--- config.mk ---
export PLATFORM = sky130hd
export DESIGN_NAME = bounded_sorted_best_list_unit
export DESIGN_NICKNAME = d
export VERILOG_FILES = /design/src/rtl/bsbl_pkg.sv /design/src/rtl/bounded_sorted_best_list_unit.sv /design/src/rtl/bsbl_cell.sv
export SDC_FILE = /design/constraint.sdc
export NUM_CORES = 2
export LEC_CHECK = 0
export CAP_MARGIN = 20
export CORE_MARGIN = 4
export CORE_UTILIZATION = 37
export DETAILED_ROUTE_END_ITERATION = 10
export DONT_BUFFER_PORTS = 1
export PLACE_DENSITY = 0.53
export SETUP_SLACK_MARGIN = 0.05
export SYNTH_ARGS = -nofsm -noshare
export SYNTH_HDL_FRONTEND = slang
export SYNTH_SLANG_ARGS = --single-unit
--- constraint.sdc ---
create_clock -name aclk -period 17.7 [get_ports aclk]
set_input_delay 0 -clock aclk [delete_from_list [all_inputs] [get_ports aclk]]
set_output_delay 0 -clock aclk [all_outputs]
set_load 0.01 [all_outputs]
--- src/rtl/bsbl_pkg.sv ---
// Shared types and constants for the bounded sorted best list.
// No dependencies; imported by bsbl_cell and bounded_sorted_best_list_unit.
package bsbl_pkg;

    localparam int CAPACITY = 16;
    localparam int CNT_W    = $clog2(CAPACITY + 1);
    localparam int IDX_W    = $clog2(CAPACITY);
    localparam int READ_N   = (CAPACITY < 16) ? CAPACITY : 16;

    localparam int SCORE_W  = 32;
    localparam int KEY_W    = 45;
    localparam int RANK_W   = 4;
    localparam int COUNT_W  = 5;

    localparam logic KIND_INSERT = 1'b0;
    localparam logic KIND_READ   = 1'b1;

    typedef struct packed {
        logic                      kind;
        logic signed [SCORE_W-1:0] score;
        logic [KEY_W-1:0]          key_letters;
        logic [RANK_W-1:0]         read_index;
    } in_word_t;

    typedef struct packed {
        logic                      ok;
        logic [RANK_W-1:0]         rank;
        logic [COUNT_W-1:0]        entry_count;
        logic signed [SCORE_W-1:0] entry_score;
        logic [KEY_W-1:0]          entry_key;
    } out_word_t;

    // Contents of one list cell, handed right on a shift.
    typedef struct packed {
        logic                      occ;
        logic signed [SCORE_W-1:0] score;
        logic [KEY_W-1:0]          key;
    } cell_data_t;

endpackage

--- src/rtl/bounded_sorted_best_list_unit.sv ---
// Top level of the bounded sorted best list: a row of bsbl_cell slots plus
// the entry counter, read select and output register. Depends on bsbl_pkg.
//
// Usage:
//   Input words arrive on s_valid/s_ready/s_data; results leave on
//   m_valid/m_ready/m_data, exactly one result word per input word.
//   An insert word (kind 0) is compared against every slot at once; the
//   slots at and right of its position shift right by one in the same cycle,
//   so the highest score falls off a full list. A read word (kind 1) selects
//   the slot at read_index.
//   m_valid rises in the cycle after acceptance. One word per cycle is
//   sustained while m_ready is high: the next word sees the list as left by
//   the previous one, as the whole slot row updates on the accepting edge.
//   The result sits in a single output register; s_ready is high while that
//   register is empty or is being drained, so a stalled receiver holds the
//   result and stops intake after one word.
//   aresetn (synchronous, active low) empties the list and drops any pending
//   result. Slot contents are not cleared; slots are marked empty instead.
module bounded_sorted_best_list_unit (
    input  logic                aclk,
    input  logic                aresetn,
    input  logic                s_valid,
    output logic                s_ready,
    input  bsbl_pkg::in_word_t  s_data,
    output logic                m_valid,
    input  logic                m_ready,
    output bsbl_pkg::out_word_t m_data
);
    import bsbl_pkg::*;

    logic             s_fire;
    logic             ins_en;
    logic [CNT_W-1:0] count_reg;
    logic [CNT_W-1:0] count_next;
    logic             m_valid_reg;
    out_word_t        m_data_reg;
    out_word_t        m_data_next;

    cell_data_t       cell_q    [CAPACITY];
    cell_data_t       cell_left [CAPACITY];
    logic [CAPACITY-1:0] ins_vec;
    logic [CAPACITY-1:0] left_ins_vec;
    logic [CAPACITY-1:0] occ_vec;
    logic [IDX_W-1:0]    pos;
    logic                ins_ok;
    cell_data_t          rd_data;

    assign s_ready = !m_valid_reg || m_ready;
    assign s_fire  = s_valid && s_ready;
    assign ins_en  = s_fire && (s_data.kind == KIND_INSERT);

    for (genvar i = 0; i < CAPACITY; i++) begin : g_cell
        if (i == 0) begin : g_head
            assign cell_left[i]    = '0;
            assign left_ins_vec[i] = 1'b0;
        end else begin : g_body
            assign cell_left[i]    = cell_q[i-1];
            assign left_ins_vec[i] = ins_vec[i-1];
        end

        bsbl_cell u_cell (
            .aclk      (aclk),
            .aresetn   (aresetn),
            .ins_en    (ins_en),
            .new_score (s_data.score),
            .new_key   (s_data.key_letters),
            .left_data (cell_left[i]),
            .left_ins  (left_ins_vec[i]),
            .cell_data (cell_q[i]),
            .ins       (ins_vec[i])
        );

        assign occ_vec[i] = cell_q[i].occ;
    end

    // Last slot's flag is set unless every slot holds a score <= newcomer.
    assign ins_ok = ins_vec[CAPACITY-1];

    always_comb begin
        pos = '0;
        for (int i = 0; i < CAPACITY; i++) begin
            if (ins_vec[i] && !left_ins_vec[i]) begin
                pos = pos | IDX_W'(i);
            end
        end
    end

    always_comb begin
        rd_data = '0;
        for (int i = 0; i < READ_N; i++) begin
            if (s_data.read_index == RANK_W'(i)) begin
                rd_data = cell_q[i];
            end
        end
    end

    always_comb begin
        count_next = count_reg;
        if (ins_en && ins_ok && (32'(count_reg) < CAPACITY)) begin
            count_next = count_reg + CNT_W'(1);
        end
    end

    always_comb begin
        m_data_next             = '0;
        m_data_next.entry_count = COUNT_W'(count_next);
        unique case (s_data.kind)
            KIND_INSERT: begin
                m_data_next.ok   = ins_ok;
                m_data_next.rank = ins_ok ? RANK_W'(pos) : '0;
            end
            KIND_READ: begin
                m_data_next.rank = s_data.read_index;
                if (32'(s_data.read_index) < 32'(count_reg)) begin
                    m_data_next.ok          = 1'b1;
                    m_data_next.entry_score = rd_data.score;
                    m_data_next.entry_key   = rd_data.key;
                end
            end
            default: begin
                m_data_next.ok = 1'b0;
            end
        endcase
    end

    always_ff @(posedge aclk) begin
        if (!aresetn) begin
            count_reg   <= '0;
            m_valid_reg <= 1'b0;
        end else begin
            count_reg <= count_next;
            if (s_fire) begin
                m_valid_reg <= 1'b1;
            end else if (m_ready) begin
                m_valid_reg <= 1'b0;
            end
        end
    end

    always_ff @(posedge aclk) begin
        if (s_fire) begin
            m_data_reg <= m_data_next;
        end
    end

    assign m_valid = m_valid_reg;
    assign m_data  = m_data_reg;

    // Occupied slots always match the counter.
    a_count_matches_slots: assert property (@(posedge aclk) disable iff (!aresetn)
        $countones(occ_vec) == 32'(count_reg))
        else $error("slot occupancy differs from entry count");

    a_count_bound: assert property (@(posedge aclk) disable iff (!aresetn)
        32'(count_reg) <= CAPACITY)
        else $error("entry count above capacity");

    // A newcomer can only be discarded when the list is full.
    a_discard_only_full: assert property (@(posedge aclk) disable iff (!aresetn)
        ins_en && !ins_ok |-> 32'(count_reg) == CAPACITY)
        else $error("insert discarded on a list that is not full");

    // A read never changes the list size.
    a_read_keeps_count: assert property (@(posedge aclk) disable iff (!aresetn)
        s_fire && (s_data.kind == KIND_READ) |=> count_reg == $past(count_reg))
        else $error("entry count changed on a read");

endmodule

--- src/rtl/bsbl_cell.sv ---
// One slot of the sorted list: holds an entry, compares it with the newcomer,
// and either keeps it, takes the left neighbor's entry, or takes the newcomer.
// Depends on bsbl_pkg.
module bsbl_cell (
    input  logic                                aclk,
    input  logic                                aresetn,
    input  logic                                ins_en,
    input  logic signed [bsbl_pkg::SCORE_W-1:0] new_score,
    input  logic [bsbl_pkg::KEY_W-1:0]          new_key,
    input  bsbl_pkg::cell_data_t                left_data,
    input  logic                                left_ins,
    output bsbl_pkg::cell_data_t                cell_data,
    output logic                                ins
);
    import bsbl_pkg::*;

    logic                      occ_reg;
    logic signed [SCORE_W-1:0] score_reg;
    logic [KEY_W-1:0]          key_reg;

    // Set from this slot rightward: empty, or holding a strictly greater score.
    assign ins = !occ_reg || (score_reg > new_score);

    assign cell_data.occ   = occ_reg;
    assign cell_data.score = score_reg;
    assign cell_data.key   = key_reg;

    always_ff @(posedge aclk) begin
        if (!aresetn) begin
            occ_reg <= 1'b0;
        end else if (ins_en && ins) begin
            occ_reg <= left_ins ? left_data.occ : 1'b1;
        end
    end

    always_ff @(posedge aclk) begin
        if (ins_en && ins) begin
            if (left_ins) begin
                score_reg <= left_data.score;
                key_reg   <= left_data.key;
            end else begin
                score_reg <= new_score;
                key_reg   <= new_key;
            end
        end
    end

endmodule
# [After elaboration in Yosys (flattened, before gate mapping)]
# Cells that the tools add are included.
[word_totals] ff_bits=1341 in_bits=86 out_inout_bits=89 wordCells=258
[op_classes] addsub=1 order_cmp=18 n_eq_ne=15 n_mux=82 bitwise_logic=1 reduce_logical=86
[ops] operator="$mux W77" n=16
[ops] operator="$mux W45" n=15
[ops] operator="$gt A32 B32 Y1" n=16
[ops] operator="$mux W32" n=15
[ops] operator="$mux W4" n=9
[ops] operator="$logic_and A1 B1 Y1" n=34
[ops] operator="$eq A4 B4 Y1 const B" n=8
[ops] operator="$logic_not A1 Y1" n=32
[ops] operator="$mux W1" n=19
[ops] operator="$logic_or A1 B1 Y1" n=17
[ops] operator="$eq A4 B3 Y1 const B" n=4
[ops] operator="$mux W3" n=4
[ops] operator="$pmux W5 S2" n=1
[ops] operator="$eq A4 B2 Y1 const B" n=2
[ops] operator="$add A5 B1 Y5 const B" n=1
[ops] operator="$lt A4 B5 Y1" n=1
[ops] operator="$lt A5 B5 Y1 const B" n=1
[ops] operator="$mux W5" n=1
[ops] operator="$eq A4 B1 Y1 const B" n=1
[ops] operator="$logic_not A4 Y1" n=1
[ops] operator="$mux W2" n=2
[ops] operator="$reduce_and A2 Y1" n=1
[ops] operator="$reduce_bool A2 Y1" n=1
[ops] operator="$not A1 Y1" n=1

# [Depth between registers and ports, before layout]
[depth] ltp_word=21 depth_mapped=15

# [By module]
# A second synthesis with hierarchy kept.
[hier_totals] cells_unflattened=7224 area_unflattened_um2=80278.2
[by_module_without_submodules] module="bsbl_cell at g_cell[15].u_cell ..." n_inst=10 cells_each=322 area_each_um2=4048.9 seq_area_each_um2=2332.2
[by_module_without_submodules] module="bsbl_cell at g_cell[0].u_cell ..." n_inst=6 cells_each=322 area_each_um2=4063.9 seq_area_each_um2=2332.2
[by_module_without_submodules] module="bounded_sorted_best_list_unit" n_inst=1 cells_each=2072 area_each_um2=15406.0 seq_area_each_um2=2732.6

# [Least setup slack after synthesis]
# No wires, ideal clock.
[synth_path] path_type="in2reg" startpoint="input port s_data[71] (netlist name)" endpoint="register g_cell[9].u_cell.key_reg[0], enable pin" t_arrival_ns=7.234 setup_slack_ns=9.859 cell_stages=9 path_cell_list="inv_1 > clkbuf_1 > ha_1 > a21o_1 > a21o_1 > a221oi_1 > o211ai_1 > a32o_1 > nor3_1"
[synth_between] elab_chain_len=3
[synth_lines] element="start: declaration" line_no="bounded_sorted_best_list_unit.sv:24" source="input bsbl_pkg::in_word_t s_data,"
[synth_lines] element="$gt A32 B32 Y1" line_no="bsbl_cell.sv:22" source="assign ins = !occ_reg || (score_reg > new_score);"
[synth_lines] element="$logic_or A1 B1 Y1" line_no="bsbl_cell.sv:22"
[synth_lines] element="$logic_and A1 B1 Y1" line_no="bsbl_cell.sv:37" source="if (ins_en && ins) begin"
[synth_lines] element="end signal: assignment" line_no="bsbl_cell.sv:40" source="key_reg <= left_data.key;"
[synth_lines] element="end signal: assignment" line_no="bsbl_cell.sv:43" source="key_reg <= new_key;"
[synth_lines] element="end: declaration" line_no="bsbl_cell.sv:19" source="logic [KEY_W-1:0] key_reg;"
# Every way passes these cells.
# A chain may end at the register's enable or synchronous reset.

# [Final worst setup path]
[layout_path] startpoint="register g_cell[7].u_cell.score_reg[31]" endpoint="register g_cell[8].u_cell.key_reg[13] (data pin)"
[layout_between] elab_chain_len=3
[layout_lines] element="start: declaration" line_no="bsbl_cell.sv:18" source="logic signed [SCORE_W-1:0] score_reg;"
[layout_lines] element="start signal: assignment" line_no="bsbl_cell.sv:39" source="score_reg <= left_data.score;"
[layout_lines] element="start signal: assignment" line_no="bsbl_cell.sv:42" source="score_reg <= new_score;"
[layout_lines] element="$gt A32 B32 Y1" line_no="bsbl_cell.sv:22"
[layout_lines] element="$logic_or A1 B1 Y1" line_no="bsbl_cell.sv:22"
[layout_lines] element="$mux W45" line_no="bsbl_cell.sv:38" source="if (left_ins) begin"
[layout_lines] element="end signal: assignment" line_no="bsbl_cell.sv:40"
[layout_lines] element="end signal: assignment" line_no="bsbl_cell.sv:43"
[layout_lines] element="end: declaration" line_no="bsbl_cell.sv:19"
# Every way passes these cells.

==> run_results.csv <==
group,metric,value,unit
status,status,"finished, final reports clean",
worst_hold_path,min_to,"g_cell[0].u_cell.score_reg[16]$_DFFE_PP_",
logic_synthesis,synth_fa_ha_area_share,8.56,%
worst_hold_path,hold_class,"input pin to register",
logic_synthesis,syn_area_per_cell,11.7,um2
power_and_ir_drop,vdd_drop_max,105,uV
worst_setup_path,endpoint_kind,"register",
sta,hold_viol_final,0,
logic_synthesis,yosysWarnings,0,
clock_tree,htreeDepth,4,
logic_synthesis,netlist_area,75400,um2
logic_synthesis,synth_nets,7060,
logic_synthesis,synth_cells,6458,
worst_setup_path,crit_fanout,63,
die,die_area,211000,um2
sta,setup_violations,0,
drt,vias_per_cell,6.22,
cells_and_area,layout.nets,7016,
worst_setup_path,rr_worst_depth,10,
drt,drtIter0Drc,8159,
sta,whs,0.0637,ns
worst_setup_path,required,18.25,ns
logic_synthesis,synth-edff-count,1319,
power_and_ir_drop,pwr-share-clk,40.5,%
logic_synthesis,yosysTopAreaCell,"edfxtp_1",
power_and_ir_drop,power-per-cell-area,96.8,nW/um2
drt,dr.pass1.iters,9,
drt,drt_wl_total,301000,um
die,core_area,202000,um2
logic_synthesis,synth_mux_area_share,11.6,%
drt,route.detailed.drc,0,
logic_synthesis,synth_most_common_cell,"edfxtp_1",
sta,worst_pin_slew,1.29,ns
logic_synthesis,synth_common_cells,"1319 x edfxtp_1, 942 x nand2_1, 661 x mux2_2",
worst_setup_path,criticalPathCategory,"register to register",
worst_hold_path,hold_depth,1,
sta,max_freq,188,MHz
power_and_ir_drop,pwr-share-comb,12.7,%
logic_synthesis,ys.flop_type,"edfxtp_1",
flow_run,maxCapViolations,0,
logic_synthesis,synth_top_family_by_area,"compound AO/OA/AOI/OAI gates",
clock_tree,clockBufferDepth,3,
global_routing,antenna_found_initial,42,
clock_tree,cts.sinks,1341,
cells_and_area,layout.cells.non_filler,9236,
die,die_w,459,um
die,io_pins,175,
power_and_ir_drop,pwr-share-seq,46.7,%
clock_tree,clkTransAtPathRegs,0.06,ns
sta,setup_ws,12.37,ns
die,die_height,459,um
worst_setup_path,worst_r2r_endpoint,"g_cell[8].u_cell.key_reg[13]$_DFFE_PP_",
logic_synthesis,synth_compound_gate_area_share,14.7,%
worst_setup_path,arrival,5.88,ns
power_and_ir_drop,p_sw,0.00226,W
global_routing,track_usage,27.8,%
cells_and_area,fillCellCount,19000,
placed_design,post-place-ws,12.48,ns
logic_synthesis,synth-seq-cells,1341,
power_and_ir_drop,sw_frac_of_total,27.6,%
drt,num_vias,57500,
sta,slew_headroom,13.7,%
clock_tree,clock_latency,0.84,ns
clock_tree,post_cts.repair.setup_buffers,0,
worst_setup_path,r2r-start,"g_cell[7].u_cell.score_reg[31]$_DFFE_PP_",
cells_and_area,drive_above_1_share,17.6,%
clock_tree,root_buffer,"clkbuf_16",
sta,fin_crit_sh,30.1,%
logic_synthesis,yosysUniqueCellTypes,81,
placed_design,dp_cells,8813,
placed_design,gp_congestion,0.956,
logic_synthesis,ys_seq_area_share,53.1,%
logic_synthesis,synth-simple-area-share,8.82,%
die,rows,165,
clock_tree,cts_tree,"built",
logic_synthesis,async_reset_ff_share,0,%
cells_and_area,largest_register_ffs,720,
logic_synthesis,synth.top_cells.by_area,"edfxtp_1 53%, mux2_2 9.9%, ha_1 8.6%",
global_routing,grt_max_degree,170,
sta,clock_skew,0.0488,ns
logic_synthesis,synth_top_area_share,52.5,%
clock_tree,cts_buffers,162,
cells_and_area,area_growth,12.3,%
drt,antenna_left,0,
sta,setup_tns,0,ns
die,initial_utilization,37.3,%
power_and_ir_drop,power,0.00820,W
sta,slew_viol_final,0,
power_and_ir_drop,p_leak,31.3,nW
global_routing,grt_pass1_vias,53800,
clock_tree,cts_resized,0,
global_routing,grt_pass1_wl,422000,um
logic_synthesis,synth_xor_area_share,0.0349,%
sta,rsz0062_at_grt,"no",
worst_hold_path,min_from,"s_data[65]",
worst_setup_path,rrSetupSlack,12.37,ns
drt,wl_per_cell,32.6,um
worst_setup_path,start_kind,"register",
global_routing,grt-ovfl-total,0,
placed_design,io_buffer_count,0,
placed_design,dpl.hpwl,200000,um
power_and_ir_drop,p_int,0.00593,W
sta,period_needed,5.33,ns
## kinds of logic (layout without fill, tap and decap cells)
family / Yosys count / count (layout)
other: 0 / 18
AO/OA/AOI/OAI: 1741 / 1741
buffers and inverters: 574 / 662
flip-flops: 1341 / 1341
multiplexers: 772 / 772
XOR/XNOR: 3 / 3
AND/OR/NAND/NOR: 1511 / 1511
adder cells (fa/ha/maj): 516 / 516
## layout make-up
class | instances | area (um2) | share of cell area [%]
Antenna cell | 18 | 45.0 | 0.0532
Clock buffer | 197 | 4250 | 5.02
Clock inverter | 99 | 911 | 1.08
Inverter | 122 | 460 | 0.544
Multi-Input combinational cell | 4543 | 33400 | 39.4
Sequential cell | 1341 | 40000 | 47.3
Tap cell | 2672 | 3340 | 3.95
Timing Repair Buffer | 244 | 2220 | 2.62
## stage by stage
stage / instance area [um2] / util (%)
global placement: 78300 / 38.7
floorplan: 75400 / -
global route: 84600 / 41.8
detailed placement: 78300 / 38.7
finish: 84600 / 41.8
CTS: 84600 / 41.8
## worst max path at each step
stage	from	to
floorplan	s_data[71]	g_cell[9].u_cell.key_reg[0]$_DFFE_PP_
global placement	g_cell[7].u_cell.score_reg[31]$_DFFE_PP_	g_cell[8].u_cell.key_reg[13]$_DFFE_PP_
detailed placement	g_cell[7].u_cell.score_reg[31]$_DFFE_PP_	g_cell[8].u_cell.key_reg[13]$_DFFE_PP_
CTS	g_cell[7].u_cell.score_reg[31]$_DFFE_PP_	g_cell[8].u_cell.key_reg[13]$_DFFE_PP_
global route	s_data[54]	g_cell[6].u_cell.key_reg[2]$_DFFE_PP_
finish	g_cell[7].u_cell.score_reg[31]$_DFFE_PP_	g_cell[8].u_cell.key_reg[13]$_DFFE_PP_
## power groups by stage
stage | registers [W] | logic (W) | clock network, W
finish | 0.00383 | 0.00104 | 0.00332
detailed placement | 0.00389 | 0.000937 | 0
global route | 0.00384 | 0.00112 | 0.00350
CTS | 0.00383 | 0.00102 | 0.00338
global placement | 0.00389 | 0.000923 | 0
floorplan | 0.00384 | 0.000634 | 0
## layout by cell type, fill, tap and decap left out, types with 28 or more instances in the layout
master / instances
a22oi_1: 186
mux2_4: 35
dlygate4sd3_1: 103
a221o_1: 28
edfxtp_1: 1319
a31oi_1: 36
nor2b_1: 28
ha_1: 516
mux2_2: 661
a21oi_1: 334
a222oi_1: 53
o22ai_1: 42
a221oi_1: 35
buf_4: 132
nor2_1: 151
mux2i_1: 75
nor3b_1: 29
nand4_1: 100
nand2_1: 938
a21o_1: 61
o21ai_0: 653
clkbuf_16: 164
inv_1: 121
clkbuf_1: 31
nand2b_1: 28
o211ai_1: 44
clkinv_1: 44
nor3_1: 53
o221ai_1: 68
nand3_1: 47
## what timing repair did
item                                    4_1_cts  5_1_grt
endpoints found under the setup margin        0        0
endpoints found under the hold margin      1493        0
hold buffers                                109        0
## per-layer routing
layer / global-route usage [%] / part of all wire (%) / up-vias
met3: 8.19 / 12 / 465
met1: 41.6 / 44 / 28800
met5: 0 / 0.031 / -
met2: 38.2 / 40 / 3265
li1: - / - / 24900
met4: 8.78 / 3.3 / 12
## critical path, cell delays in order (launching register included)
cell,delay (ns)
edfxtp_1,0.52
ha_1,0.44
nand4_1,0.23
nor4_1,0.80
nand2_1,0.23
a211oi_1,0.47
nor3_1,0.14
o211ai_4,0.23
buf_4,0.74
buf_4,0.78
mux2_2,0.42
Power figures use the tool's default switching activity.
